**src/rtl/tar_ustar_stream_deframer_top_assert.svh**
```systemverilog
// Assertion macros used by the tar deframer front module.
`ifndef TAR_USTAR_STREAM_DEFRAMER_TOP_ASSERT_SVH
`define TAR_USTAR_STREAM_DEFRAMER_TOP_ASSERT_SVH

`ifndef SYNTHESIS
`define TUSD_ASSERT(label, clk, rst, prop, msg) \
   label: assert property (@(posedge clk) disable iff (rst) prop) else $error(msg);
`define TUSD_ASSERT_ALWAYS(label, clk, prop, msg) \
   label: assert property (@(posedge clk) prop) else $error(msg);
`else
`define TUSD_ASSERT(label, clk, rst, prop, msg)
`define TUSD_ASSERT_ALWAYS(label, clk, prop, msg)
`endif

`endif

```
**src/rtl/tusd_pkg.sv**
```systemverilog
// Shared types and constants of the tar deframer.
package tusd_pkg;

   localparam int unsigned RESULT_LENGTH_BITS = 36;
   localparam int unsigned QUEUE_DEPTH = 4;
   localparam int unsigned QUEUE_PTR_BITS = 2;

   localparam logic [1:0] KIND_HEADER = 2'd0;
   localparam logic [1:0] KIND_DATA   = 2'd1;
   localparam logic [1:0] KIND_END    = 2'd2;
   localparam logic [1:0] KIND_ERROR  = 2'd3;

   typedef struct packed {
      logic [1:0]                    kind;
      logic [7:0]                    payload_byte;
      logic [7:0]                    entry_type;
      logic [RESULT_LENGTH_BITS-1:0] entry_length;
      logic                          name_is_empty;
      logic                          last_of_file;
   } result_type;

endpackage

```
**src/rtl/tusd_front.sv**
```systemverilog
// Header parser and data sequencer: classifies each archive byte and produces results.
`include "tar_ustar_stream_deframer_top_assert.svh"

module tusd_front #(
   parameter int unsigned LENGTH_BITS = 36
) (
   input  logic                clock,
   input  logic                reset,
   input  logic                in_accept,
   input  logic [7:0]          in_byte,
   output logic                push,
   output tusd_pkg::result_type push_item
);

   localparam logic [8:0] BLOCK_LAST = 9'd511;
   localparam logic [8:0] SUM_FIRST  = 9'd148;
   localparam logic [8:0] SUM_LAST   = 9'd155;
   localparam logic [8:0] LEN_FIRST  = 9'd124;
   localparam logic [8:0] LEN_LAST   = 9'd135;
   localparam logic [8:0] TYPE_OFF   = 9'd156;
   localparam logic [8:0] NAME_OFF   = 9'd0;
   localparam logic [8:0] PREFIX_OFF = 9'd345;
   localparam logic [7:0] CHAR_NUL   = 8'h00;
   localparam logic [7:0] CHAR_SPACE = 8'h20;
   localparam logic [7:0] CHAR_ZERO  = 8'h30;
   localparam logic [7:0] CHAR_SEVEN = 8'h37;

   typedef enum logic [1:0] {
      PH_HEADER = 2'd0,
      PH_DATA   = 2'd1,
      PH_HALT   = 2'd2
   } phase_type;

   phase_type              phase_ff, phase_in;
   logic [8:0]             offset_ff, offset_in;
   logic [16:0]            sum_ff, sum_in;
   logic                   all_zero_ff, all_zero_in;
   logic                   prior_zero_ff, prior_zero_in;
   logic [23:0]            sum_val_ff, sum_val_in;
   logic [1:0]             sum_st_ff, sum_st_in;
   logic [LENGTH_BITS-1:0] len_val_ff, len_val_in;
   logic [1:0]             len_st_ff, len_st_in;
   logic [7:0]             type_ff, type_in;
   logic [1:0]             np_empty_ff, np_empty_in;
   logic [LENGTH_BITS-1:0] remaining_ff, remaining_in;
   logic                   forwarded_ff, forwarded_in;

   logic                   hdr_all_zero;
   logic [16:0]            hdr_sum;
   logic [23:0]            hdr_sum_val;
   logic [1:0]             hdr_sum_st;
   logic [LENGTH_BITS-1:0] hdr_len_val;
   logic [1:0]             hdr_len_st;
   logic [7:0]             hdr_type;
   logic [1:0]             hdr_np;
   logic [2:0]             sum_ctl;
   logic [2:0]             len_ctl;
   logic                   in_sum_field;
   logic                   in_len_field;
   logic                   hdr_empty;
   logic [LENGTH_BITS-1:0] rem_dec;

   // Returns the take-digit flag above the next started/stopped state.
   function automatic logic [2:0] octal_ctl(input logic [1:0] st, input logic [7:0] c);
      logic [2:0] r;
      r = {1'b0, st};
      if (!st[1]) begin
         if (c == CHAR_NUL) begin
            r = {1'b0, 1'b1, st[0]};
         end else if (c == CHAR_SPACE) begin
            r = {1'b0, st[0], st[0]};
         end else if (c inside {[CHAR_ZERO:CHAR_SEVEN]}) begin
            r = {1'b1, 1'b0, 1'b1};
         end else begin
            r = {1'b0, 1'b1, st[0]};
         end
      end
      return r;
   endfunction

   always_comb begin
      in_sum_field = (offset_ff >= SUM_FIRST) && (offset_ff <= SUM_LAST);
      in_len_field = (offset_ff >= LEN_FIRST) && (offset_ff <= LEN_LAST);
      sum_ctl      = octal_ctl(sum_st_ff, in_byte);
      len_ctl      = octal_ctl(len_st_ff, in_byte);
      hdr_all_zero = all_zero_ff && (in_byte == CHAR_NUL);
      hdr_sum      = in_sum_field ? 17'(sum_ff + 17'd32) : 17'(sum_ff + {9'd0, in_byte});
      hdr_sum_val  = sum_val_ff;
      hdr_sum_st   = sum_st_ff;
      if (in_sum_field) begin
         hdr_sum_st = sum_ctl[1:0];
         if (sum_ctl[2]) begin
            hdr_sum_val = {sum_val_ff[20:0], 3'b000} + {21'd0, in_byte[2:0]};
         end
      end
      hdr_len_val = len_val_ff;
      hdr_len_st  = len_st_ff;
      if (in_len_field) begin
         hdr_len_st = len_ctl[1:0];
         if (len_ctl[2]) begin
            hdr_len_val = {len_val_ff[LENGTH_BITS-4:0], 3'b000}
                        + LENGTH_BITS'(in_byte[2:0]);
         end
      end
      hdr_type = (offset_ff == TYPE_OFF) ? in_byte : type_ff;
      hdr_np   = np_empty_ff;
      if (offset_ff == NAME_OFF && in_byte == CHAR_NUL) begin
         hdr_np[0] = 1'b1;
      end
      if (offset_ff == PREFIX_OFF && in_byte == CHAR_NUL) begin
         hdr_np[1] = 1'b1;
      end
      hdr_empty = (hdr_np == 2'b11);
      rem_dec   = remaining_ff - LENGTH_BITS'(1);
   end

   always_comb begin
      phase_in      = phase_ff;
      offset_in     = offset_ff;
      sum_in        = sum_ff;
      all_zero_in   = all_zero_ff;
      prior_zero_in = prior_zero_ff;
      sum_val_in    = sum_val_ff;
      sum_st_in     = sum_st_ff;
      len_val_in    = len_val_ff;
      len_st_in     = len_st_ff;
      type_in       = type_ff;
      np_empty_in   = np_empty_ff;
      remaining_in  = remaining_ff;
      forwarded_in  = forwarded_ff;
      push          = 1'b0;
      push_item     = '0;
      if (in_accept) begin
         case (phase_ff)
            PH_DATA: begin
               offset_in = offset_ff + 9'd1;
               if (remaining_ff != '0) begin
                  remaining_in = rem_dec;
                  if (forwarded_ff) begin
                     push                   = 1'b1;
                     push_item.kind         = tusd_pkg::KIND_DATA;
                     push_item.payload_byte = in_byte;
                     push_item.last_of_file = (rem_dec == '0);
                  end
               end
               if (offset_ff == BLOCK_LAST && remaining_in == '0) begin
                  phase_in = PH_HEADER;
               end
            end
            PH_HEADER: begin
               offset_in   = offset_ff + 9'd1;
               sum_in      = hdr_sum;
               all_zero_in = hdr_all_zero;
               sum_val_in  = hdr_sum_val;
               sum_st_in   = hdr_sum_st;
               len_val_in  = hdr_len_val;
               len_st_in   = hdr_len_st;
               type_in     = hdr_type;
               np_empty_in = hdr_np;
               if (offset_ff == BLOCK_LAST) begin
                  if (hdr_all_zero) begin
                     if (prior_zero_ff) begin
                        phase_in       = PH_HALT;
                        push           = 1'b1;
                        push_item.kind = tusd_pkg::KIND_END;
                     end else begin
                        prior_zero_in = 1'b1;
                     end
                  end else if (prior_zero_ff || hdr_sum_val != {7'd0, hdr_sum}) begin
                     phase_in       = PH_HALT;
                     push           = 1'b1;
                     push_item.kind = tusd_pkg::KIND_ERROR;
                  end else begin
                     push                    = 1'b1;
                     push_item.kind          = tusd_pkg::KIND_HEADER;
                     push_item.entry_type    = hdr_type;
                     push_item.entry_length  =
                        tusd_pkg::RESULT_LENGTH_BITS'(hdr_len_val);
                     push_item.name_is_empty = hdr_empty;
                     remaining_in            = hdr_len_val;
                     forwarded_in            = (hdr_type == CHAR_ZERO || hdr_type == CHAR_NUL)
                                             && !hdr_empty;
                     phase_in                = (hdr_len_val != '0) ? PH_DATA : PH_HEADER;
                  end
               end
            end
            default: begin
            end
         endcase
         if (phase_in == PH_HEADER && offset_in == 9'd0) begin
            sum_in      = '0;
            all_zero_in = 1'b1;
            sum_val_in  = '0;
            sum_st_in   = '0;
            len_val_in  = '0;
            len_st_in   = '0;
            type_in     = '0;
            np_empty_in = '0;
         end
      end
   end

   always_ff @(posedge clock) begin
      if (reset) begin
         phase_ff      <= PH_HEADER;
         offset_ff     <= '0;
         sum_ff        <= '0;
         all_zero_ff   <= 1'b1;
         prior_zero_ff <= 1'b0;
         sum_val_ff    <= '0;
         sum_st_ff     <= '0;
         len_val_ff    <= '0;
         len_st_ff     <= '0;
         type_ff       <= '0;
         np_empty_ff   <= '0;
         remaining_ff  <= '0;
         forwarded_ff  <= 1'b0;
      end else begin
         phase_ff      <= phase_in;
         offset_ff     <= offset_in;
         sum_ff        <= sum_in;
         all_zero_ff   <= all_zero_in;
         prior_zero_ff <= prior_zero_in;
         sum_val_ff    <= sum_val_in;
         sum_st_ff     <= sum_st_in;
         len_val_ff    <= len_val_in;
         len_st_ff     <= len_st_in;
         type_ff       <= type_in;
         np_empty_ff   <= np_empty_in;
         remaining_ff  <= remaining_in;
         forwarded_ff  <= forwarded_in;
      end
   end

   `TUSD_ASSERT(halt_is_final, clock, reset, (phase_ff == PH_HALT) |=> (phase_ff == PH_HALT), "halted state left before reset")
   `TUSD_ASSERT(block_results_at_end, clock, reset, (push && push_item.kind != tusd_pkg::KIND_DATA) |-> (phase_ff == PH_HEADER && offset_ff == BLOCK_LAST), "header result away from block end")
   `TUSD_ASSERT(data_only_forwarded, clock, reset, (push && push_item.kind == tusd_pkg::KIND_DATA) |-> (phase_ff == PH_DATA && forwarded_ff && remaining_ff != '0), "data result outside a forwarded file")

endmodule

```
**src/rtl/tusd_queue.sv**
```systemverilog
// Result queue between the parser and the output channel.
module tusd_queue (
   input  logic                 clock,
   input  logic                 reset,
   input  logic                 push,
   input  tusd_pkg::result_type push_item,
   output logic                 full,
   output logic                 out_valid,
   input  logic                 out_ready,
   output tusd_pkg::result_type out_item
);

   localparam int unsigned PW = tusd_pkg::QUEUE_PTR_BITS;

   tusd_pkg::result_type mem_ff [tusd_pkg::QUEUE_DEPTH];
   logic [PW-1:0]        wr_ptr_ff, wr_ptr_in;
   logic [PW-1:0]        rd_ptr_ff, rd_ptr_in;
   logic [PW:0]          count_ff, count_in;
   logic                 pop;

   assign full      = (count_ff == (PW+1)'(tusd_pkg::QUEUE_DEPTH));
   assign out_valid = (count_ff != '0);
   assign out_item  = mem_ff[rd_ptr_ff];
   assign pop       = out_valid && out_ready;

   always_comb begin
      wr_ptr_in = push ? wr_ptr_ff + PW'(1) : wr_ptr_ff;
      rd_ptr_in = pop ? rd_ptr_ff + PW'(1) : rd_ptr_ff;
      count_in  = count_ff + (PW+1)'(push) - (PW+1)'(pop);
   end

   always_ff @(posedge clock) begin
      if (push) begin
         mem_ff[wr_ptr_ff] <= push_item;
      end
   end

   always_ff @(posedge clock) begin
      if (reset) begin
         wr_ptr_ff <= '0;
         rd_ptr_ff <= '0;
         count_ff  <= '0;
      end else begin
         wr_ptr_ff <= wr_ptr_in;
         rd_ptr_ff <= rd_ptr_in;
         count_ff  <= count_in;
      end
   end

endmodule

```
**src/rtl/tar_ustar_stream_deframer_top.sv**
```systemverilog
// Top level of the tar archive stream deframer.
//
//   Channel  Ports        Direction  Carries
//   req      req_t*       in         one archive byte per transfer
//   rsp      rsp_t*       out        one header, data, end or error result per transfer
//
// One archive byte is taken every cycle while the result queue is not full; the parser
// finishes each byte in the cycle of its transfer and writes any result into a
// four-entry queue. A result is offered on rsp once the results ahead of it are taken.
// req_tready drops only while the result queue is full, so rsp stalls reach req after
// four waiting results. Reset is synchronous and clears the parser and queue at once;
// after an end of archive or an error result bytes are taken and dropped until reset.
module tar_ustar_stream_deframer_top #(
   parameter int unsigned LENGTH_BITS = 36
) (
   input  logic        clock,
   input  logic        reset,
   input  logic        req_tvalid,
   output logic        req_tready,
   input  logic [7:0]  req_tdata,   // archive_byte[7:0]
   output logic        rsp_tvalid,
   input  logic        rsp_tready,
   output logic [55:0] rsp_tdata,   // payload_byte[7:0], entry_type[15:8],
                                    // entry_length[51:16], name_is_empty[52], zero[55:53]
   output logic [1:0]  rsp_tuser,   // result_kind[1:0]
   output logic        rsp_tlast    // last_of_file
);

   logic                 queue_full;
   logic                 in_accept;
   logic                 push;
   tusd_pkg::result_type push_item;
   tusd_pkg::result_type out_item;

   assign req_tready = !queue_full;
   assign in_accept  = req_tvalid && req_tready;

   tusd_front #(
      .LENGTH_BITS(LENGTH_BITS)
   ) u_front (
      .clock     (clock),
      .reset     (reset),
      .in_accept (in_accept),
      .in_byte   (req_tdata),
      .push      (push),
      .push_item (push_item)
   );

   tusd_queue u_queue (
      .clock     (clock),
      .reset     (reset),
      .push      (push),
      .push_item (push_item),
      .full      (queue_full),
      .out_valid (rsp_tvalid),
      .out_ready (rsp_tready),
      .out_item  (out_item)
   );

   assign rsp_tdata = {3'b000, out_item.name_is_empty, out_item.entry_length,
                       out_item.entry_type, out_item.payload_byte};
   assign rsp_tuser = out_item.kind;
   assign rsp_tlast = out_item.last_of_file;

endmodule
```
**config.mk**
```make
export PLATFORM = sky130hd
export DESIGN_NAME = tar_ustar_stream_deframer_top
export DESIGN_NICKNAME = d
export VERILOG_FILES = /design/src/rtl/tusd_pkg.sv /design/src/rtl/tusd_front.sv /design/src/rtl/tusd_queue.sv /design/src/rtl/tar_ustar_stream_deframer_top.sv
export VERILOG_INCLUDE_DIRS = /design/src /design/src/rtl
export SDC_FILE = /design/constraint.sdc
export NUM_CORES = 1
export LEC_CHECK = 0
export ABC_AREA = 0
export BUFFER_PORTS_ARGS = -buffer_cell sky130_fd_sc_hd__buf_4
export CAP_MARGIN = 10
export CORE_AREA = 10 10 201 203
export CTS_CLUSTER_SIZE = 10
export DETAILED_ROUTE_END_ITERATION = 10
export DIE_AREA = 0 0 211 213
export GPL_ROUTABILITY_DRIVEN = 0
export PLACE_DENSITY_LB_ADDON = 0.15
export SKIP_CTS_REPAIR_TIMING = 1
export SLEW_MARGIN = 40
export SYNTH_ARGS = -nofsm -noshare
export SYNTH_HDL_FRONTEND = slang
export SYNTH_SLANG_ARGS = --single-unit
```
**constraint.sdc**
```tcl
create_clock -name clock -period 12.8 [get_ports clock]
set_input_delay 1.28 -clock clock [delete_from_list [all_inputs] [get_ports clock]]
set_output_delay 1.28 -clock clock [all_outputs]
set_load 0.02 [all_outputs]
```
==> flow_summary.json, run 1 <==
{
  "finalCriticalPeriod_ns": 5.47,
  "initial_core_util_pct": 49.5,
  "rsz0062_at_grt": "no",
  "cts_buffers": 44,
  "clkTransAtPathRegs_ns": 0.06,
  "ys.flop_type": "edfxtp_1",
  "setup_viol": 0,
  "cts_tree": "yes",
  "synth_cell_type_count": 103,
  "path_max_fanout": 35,
  "fin_cells": 2050,
  "outcome": "finished clean",
  "grt_pass1_vias": 12100,
  "synthToLayoutAreaGrowth_pct": 12.1,
  "slew_headroom_pct": 41.6,
  "grt_pass1_wl_mm": 70.9,
  "root_buffer": "clkbuf_16",
  "ant_nets": 0,
  "timing_hold_violations_final": 0,
  "drive_gt1_share_pct": 16.1,
  "die_area_um2": 44900,
  "tns_ns": 0,
  "clockBufferDepth": 3,
  "synth_top_area_share_pct": 37.4,
  "wl_mm": 44.9,
  "nNetsFinal": 1583,
  "syn_avg_cell_area_um2": 11.8,
  "die_h_um": 213,
  "netlist_top_cells_area": "edfxtp_1 37%, dfxtp_1 17%, mux4_2 7.0%, nor2_1 3.3%, a22o_1 3.1%",
  "critical_path_arrival_ns": 5.96,
  "p_leak_nw": 6.36,
  "grtUsageTotal_pct": 19.8,
  "io_buffers": 69,
  "first_iter_violations": 1191,
  "cts.sinks": 374,
  "io_pins": 73,
  "timing.final.crit_share_pct": 42.7,
  "clock_skew_ns": 0.0214,
  "htree_levels": 2,
  "fillCellCount": 3056,
  "placed_cells": 1970,
  "chipWidth_um": 211,
  "firstDrtPassIters": 5,
  "syn_inst": 1517,
  "synthArstFlopShare_pct": 0,
  "overflow": 0,
  "cp.required_ns": 13.29,
  "core_area_um2": 36300,
  "ys_warn_count": 0,
  "clkLatencyLatePin_ns": 0.56,
  "remaining_drc_errors": 0,
  "final-max-slew-violation-count": 0,
  "synth_common_cells": "224 x edfxtp_1, 159 x nor2_1, 150 x dfxtp_1",
  "fmax_mhz": 183,
  "vias": 12600,
  "ys_seq_elements": 374,
  "worstHoldPathType": "flip-flop to flip-flop",
  "endpoint_kind": "flip-flop",
  "syn_area_um2": 18000,
  "detail_route.wl_per_cell_um": 21.9,
  "num_rows": 70,
  "tightest_slew_ns": 0.870,
  "synth_edf_count": 224,
  "crit_type": "input pin to flip-flop",
  "ir_drop_mv": 0.0981,
  "antenna_found_initial": 0,
  "power.density_nw_per_um2": 143,
  "start_kind": "input pin",
  "yosysMostFrequentCell": "edfxtp_1",
  "grt_start_max_net_pins": 72,
  "dp_hpwl_mm": 30.1,
  "synth.largest_area_cell": "edfxtp_1",
  "max_cap_viol_count": 0,
  "yosysSeqAreaShare_pct": 54.2,
  "num_antenna_cells": 0,
  "post_drt_via_cell_ratio": 6.17
}
worst max-delay path, stage by stage:
cell       delay, ns
buf_4           0.14
nor4b_2         0.46
and3b_1         0.62
nand2_1         0.42
mux2i_1         0.28
xor2_1          0.12
a2111oi_4       0.40
nand3_2         0.19
or4_4           0.53
a31oi_4         0.41
nor2b_4         0.80
a22o_1          0.26
layer usage:
layer,vias to the layer above,part of all wire [%],GRT usage (%)
met2,455,46,30.7
met3,71,7.2,3.37
met5,-,0,0
met1,6198,45,27.6
li1,5920,-,-
met4,0,2.6,6.22
cell families after synthesis:
logic type / after synthesis / synth area share [%]
AO/OA/AOI/OAI: 367 / 14.7
XOR/XNOR: 53 / 2.67
adder cells (fa/ha/maj): 23 / 1.69
buffers and inverters: 139 / 3.55
flip-flops: 374 / 54.2
multiplexers: 105 / 9.76
other: 1 / 0.0209
AND/OR/NAND/NOR: 455 / 13.4
state kept, by name, indices dropped and copies added, names as in the netlist, named ones only:
register and flops:
u_queue.count_ff 3, u_front.phase_ff 2, u_front.len_val_ff 36, u_front.sum_val_ff 24, u_front.type_ff 8, u_front.offset_ff 9, u_front.len_st_ff 2, u_front.all_zero_ff 1
u_queue.mem_ff 224, u_front.sum_ff 17, u_front.forwarded_ff 1, u_front.np_empty_ff 2, u_front.sum_st_ff 2, u_queue.rd_ptr_ff 2, u_front.prior_zero_ff 1, u_queue.wr_ptr_ff 2
u_front.remaining_ff 36
final timing paths:
check | startpoint | to | slack (ns) | cells after the start
min | u_front.forwarded_ff | u_front.forwarded_ff | 0.46 | 2
min reg2reg | u_front.forwarded_ff | u_front.forwarded_ff | 0.46 | 2
max reg2reg | u_front.offset_ff[0] | u_front.len_val_ff[9] | 7.69 | 13
max | req_tdata[6] | u_front.len_val_ff[9] | 7.33 | 12
final cells by class:
class,count,area (µm²),area share [%]
Clock buffer,76,1250,6.22
Clock inverter,4,50.0,0.248
Inverter,30,113,0.559
Multi-Input combinational cell,1006,7680,38.1
Sequential cell,374,9730,48.3
Tap cell,468,586,2.91
Timing Repair Buffer,92,729,3.62
stage by stage:
step | hold slack [ns] | utilization, % | setup WS (ns) | total power [mW] | area (µm²)
final | 0.460 | 55.5 | 7.33 | 2.89 | 20100
after global routing | 0.483 | 55.5 | 7.14 | 3.01 | 20100
after CTS | 0.459 | 55.5 | 7.43 | 2.91 | 20100
after detailed placement | 0.451 | 51.9 | 6.85 | 1.77 | 18800
after global placement | 0.443 | 51.8 | 6.93 | 1.77 | 18800
after floorplan | 0.432 | - | 7.32 | 1.67 | 18000
power breakdown:
group          total [mW]  internal, mW  switching (mW)
clock                1.14         0.665           0.470
combinational       0.418         0.177           0.241
sequential           1.33          1.29          0.0456
cell usage in the layout (no fill, tap or decap), types with 11 or more instances in the layout:
| cell | synthesis | routed |
|---|---|---|
| o32ai_1 | 11 | 11 |
| or3_1 | 18 | 18 |
| nand4_1 | 16 | 16 |
| nand2_1 | 67 | 67 |
| o21ai_0 | 72 | 72 |
| nor3_1 | 37 | 36 |
| mux4_2 | 56 | 56 |
| buf_4 | 3 | 84 |
| and2_1 | 12 | 12 |
| a21oi_1 | 70 | 70 |
| o22ai_1 | 26 | 26 |
| xnor2_1 | 32 | 32 |
| nor4_1 | 36 | 34 |
| dfxtp_1 | 150 | 148 |
| xor2_1 | 19 | 19 |
| ha_1 | 21 | 21 |
| mux2i_1 | 48 | 48 |
| nand3_1 | 23 | 23 |
| edfxtp_1 | 224 | 224 |
| inv_1 | 30 | 30 |
| o21a_1 | 12 | 12 |
| clkbuf_1 | 68 | 30 |
| a22o_1 | 64 | 64 |
| clkbuf_16 | 0 | 45 |
| nor2_1 | 159 | 157 |
No activity file was read; power rests on OpenSTA's default activity.
==> run 2, diff against run 1 <==
--- a/config.mk
+++ b/config.mk
@@ -6,13 +6,13 @@
 export SDC_FILE = /design/constraint.sdc
 export NUM_CORES = 1
 export LEC_CHECK = 0
-export ABC_AREA = 0
+export ABC_AREA = 1
 export BUFFER_PORTS_ARGS = -buffer_cell sky130_fd_sc_hd__buf_4
 export CAP_MARGIN = 10
-export CORE_AREA = 10 10 201 203
+export CORE_AREA = 10 10 210 212
 export CTS_CLUSTER_SIZE = 10
 export DETAILED_ROUTE_END_ITERATION = 10
-export DIE_AREA = 0 0 211 213
+export DIE_AREA = 0 0 220 222
 export GPL_ROUTABILITY_DRIVEN = 0
 export PLACE_DENSITY_LB_ADDON = 0.15
 export SKIP_CTS_REPAIR_TIMING = 1
==> constraint.sdc (replaced) <==
create_clock -name clock -period 4.5 [get_ports clock]
set_input_delay 0.45 -clock clock [delete_from_list [all_inputs] [get_ports clock]]
set_output_delay 0.45 -clock clock [all_outputs]
set_load 0.02 [all_outputs]
==> run 2 against run 1 <==
Net effect: flip-flop and latch count did not move; sequential power rose to 2.9 times the previous value; combinational power rose to 9.4 times the previous value; critical path depth rose by 10; global-route usage grew 2.2 points; cell count is 50% higher; worst setup slack lost 6.7 ns; first-iteration DRC count increased by 51%; clock power grew to 2.9 times the previous value; critical path type is now flip-flop to flip-flop; critical endpoint is now u_queue.mem_ff[3][35].
==> flow_summary.json, run 2 <==
{
  "core_area_um2": 39600,
  "crit_type": "flip-flop to flip-flop",
  "place_ws_ns": 0.552,
  "synth.largest_area_cell": "edfxtp_1",
  "outcome": "finished clean",
  "cts.sinks": 374,
  "yosysMostFrequentCell": "nand2_1",
  "synth_edf_count": 224,
  "num_rows": 73,
  "ir_drop_mv": 0.363,
  "hold_ws_ns": 0.288,
  "grtUsageTotal_pct": 21.9,
  "placed_cells": 2991,
  "die_area_um2": 48800,
  "regArea_um2": 9730,
  "fmax_mhz": 257,
  "start_kind": "flip-flop",
  "reg_top3": "u_queue.mem_ff (224), u_front.len_val_ff (36), u_front.remaining_ff (36)",
  "clockBufferDepth": 3,
  "path_max_fanout": 23,
  "layout_commonest_cell": "nand2_1",
  "syn_inst": 2496,
  "fin_ws_ns": 0.603,
  "num_antenna_cells": 0,
  "io_buffers": 69,
  "synth_compound_area_share_pct": 11.5,
  "regMostFlops": "u_queue.mem_ff",
  "synth_top_area_share_pct": 34.3,
  "critical_path_arrival_ns": 4.18,
  "drive_gt1_share_pct": 8.57,
  "holdPathStages": 4,
  "die_h_um": 222,
  "tightest_slew_ns": 0.813,
  "grt_pass1_wl_mm": 87.5,
  "ys_warn_count": 0,
  "power.density_nw_per_um2": 510,
  "antenna_found_initial": 0,
  "cts_tree": "yes",
  "netlist_top_cells_area": "edfxtp_1 34%, dfxtp_1 15%, nand2_1 11%, nand3_1 7.3%, nor2_1 5.8%",
  "post_drt_via_cell_ratio": 5.69,
  "mostFrequentLayoutCells": "572 x nand2_1, 297 x nor2_1, 285 x nand3_1",
  "synthToLayoutAreaGrowth_pct": 11.5,
  "detail_route.wl_per_cell_um": 18.0,
  "rsz0062_at_grt": "no",
  "synthArstFlopShare_pct": 0,
  "p_int_mw": 6.88,
  "ys.flop_type": "edfxtp_1",
  "io_pins": 73,
  "vias": 17500,
  "endpoint_kind": "flip-flop",
  "final-max-slew-violation-count": 0,
  "dp_hpwl_mm": 36.4,
  "post-route-util_pct": 55.2,
  "clock_skew_ns": 0.0269,
  "synth_top_family_by_area": "simple AND/OR/NAND/NOR gates",
  "root_buffer": "clkbuf_16",
  "yosysSeqAreaShare_pct": 49.6,
  "fillCellCount": 3685,
  "p_comb_share_pct": 35.1,
  "ant_nets": 0,
  "wl_mm": 55.1,
  "finalCriticalPeriod_ns": 3.90,
  "first_iter_violations": 1795,
  "fin_cells": 3070,
  "min_from": "rsp_tready",
  "firstDrtPassIters": 6,
  "finalPower_mw": 11.1,
  "multi_input_area_um2": 8580,
  "initial_core_util_pct": 49.5,
  "power_frac_clock_pct": 29.9,
  "htree_levels": 2,
  "power_frac_seq_pct": 34.9,
  "syn_area_um2": 19600,
  "max_cap_viol_count": 0,
  "clkLatencyLatePin_ns": 0.58,
  "reg2reg_to": "u_queue.mem_ff[3][35]",
  "synth_simple_gate_area_share_pct": 28.7,
  "startpoint": "u_front.offset_ff[0]",
  "clkTransAtPathRegs_ns": 0.05,
  "yosys-mux-area-fraction_pct": 0,
  "remaining_drc_errors": 0,
  "final_cell_area_um2": 21900,
  "cts_buffers": 44,
  "grt_start_max_net_pins": 78,
  "nNetsFinal": 2547,
  "setup_viol": 0,
  "synth-xor-area-share_pct": 1.79,
  "synth_cell_type_count": 45,
  "largest_reg_flops": 224,
  "reg2reg_slack_ns": 0.60,
  "slew_headroom_pct": 45.8,
  "ys_seq_elements": 374,
  "rr_worst_depth": 22,
  "tns_ns": 0,
  "worstHoldPathType": "input pin to flip-flop",
  "cp.required_ns": 4.78,
  "timing.rr.start": "u_front.offset_ff[0]",
  "p_leak_nw": 8.82,
  "syn_avg_cell_area_um2": 7.86,
  "overflow": 0,
  "placed_area_um2": 20500,
  "grt_pass1_vias": 16300,
  "synth_fa_ha_area_share_pct": 1.54,
  "timing.final.crit_share_pct": 86.6,
  "synth_common_cells": "572 x nand2_1, 302 x nor2_1, 285 x nand3_1",
  "swShare_pct": 38.2,
  "timing_hold_violations_final": 0,
  "chipWidth_um": 220,
  "switchingPower_mw": 4.26
}
## run 2: routing by layer
layer  wire length [µm]  part of all wire (%)  GRT usage, %
met1              25200                    46          31.1
met3               3830                   7.0          3.25
met5                  0                     0             0
met4               1100                   2.0          5.81
met2              25000                    45          34.2
## run 2: cell families after synthesis
group                      after synthesis
xor gates and xnor gates                40
adders and majority gates               23
AOI/OAI and AO/OA                      422
other                                    1
DFF                                    374
and+or+nand+nor                       1308
buffers and inverters                  328
## run 2: worst max path at each step
stage                            endpoint  slack, ns  depth (start not counted)
floorplan            u_queue.mem_ff[0][0]      -0.33                         13
global placement       u_front.sum_ff[13]       0.61                         24
detailed placement     u_front.sum_ff[15]       0.55                         26
CTS                 u_queue.mem_ff[3][35]       0.65                         22
global route        u_queue.mem_ff[1][35]       0.24                         22
finish              u_queue.mem_ff[3][35]       0.60                         22
## run 2: power by group through the flow
stage / sequential [mW] / combinational, mW / clock, mW
floorplan: 3.88 / 2.77 / 0
detailed placement: 3.96 / 3.85 / 0
global route: 3.92 / 4.31 / 3.55
global placement: 3.96 / 3.83 / 0
finish: 3.89 / 3.91 / 3.34
CTS: 3.89 / 3.87 / 3.39
## run 2: cell type report
cell class	instances	share of cell area, %
Clock inverter	5	0.355
Sequential cell	374	44.5
Inverter	181	3.11
Tap cell	525	3.00
Timing Repair Buffer	115	4.01
Clock buffer	74	5.74
Multi-Input combinational cell	1796	39.3
## run 2: worst max-delay path, stage by stage (launching register included)
cell and delay [ns]:
dfxtp_1 0.36, ha_1 0.27, nor2_1 0.10, nand2_1 0.06, nand2_1 0.10, nor2_4 0.05, nand2_2 0.36, buf_4 0.24
nand2_1 0.08, nand2_1 0.06, nand2_1 0.05, nor2_1 0.14, nand2_1 0.09, inv_1 0.08, nand2_1 0.05, nor3_1 0.16
nand4_1 0.10, nor2_1 0.09, nand2_1 0.10, nor2_1 0.15, inv_2 0.21, buf_4 0.22, nor3_1 0.48
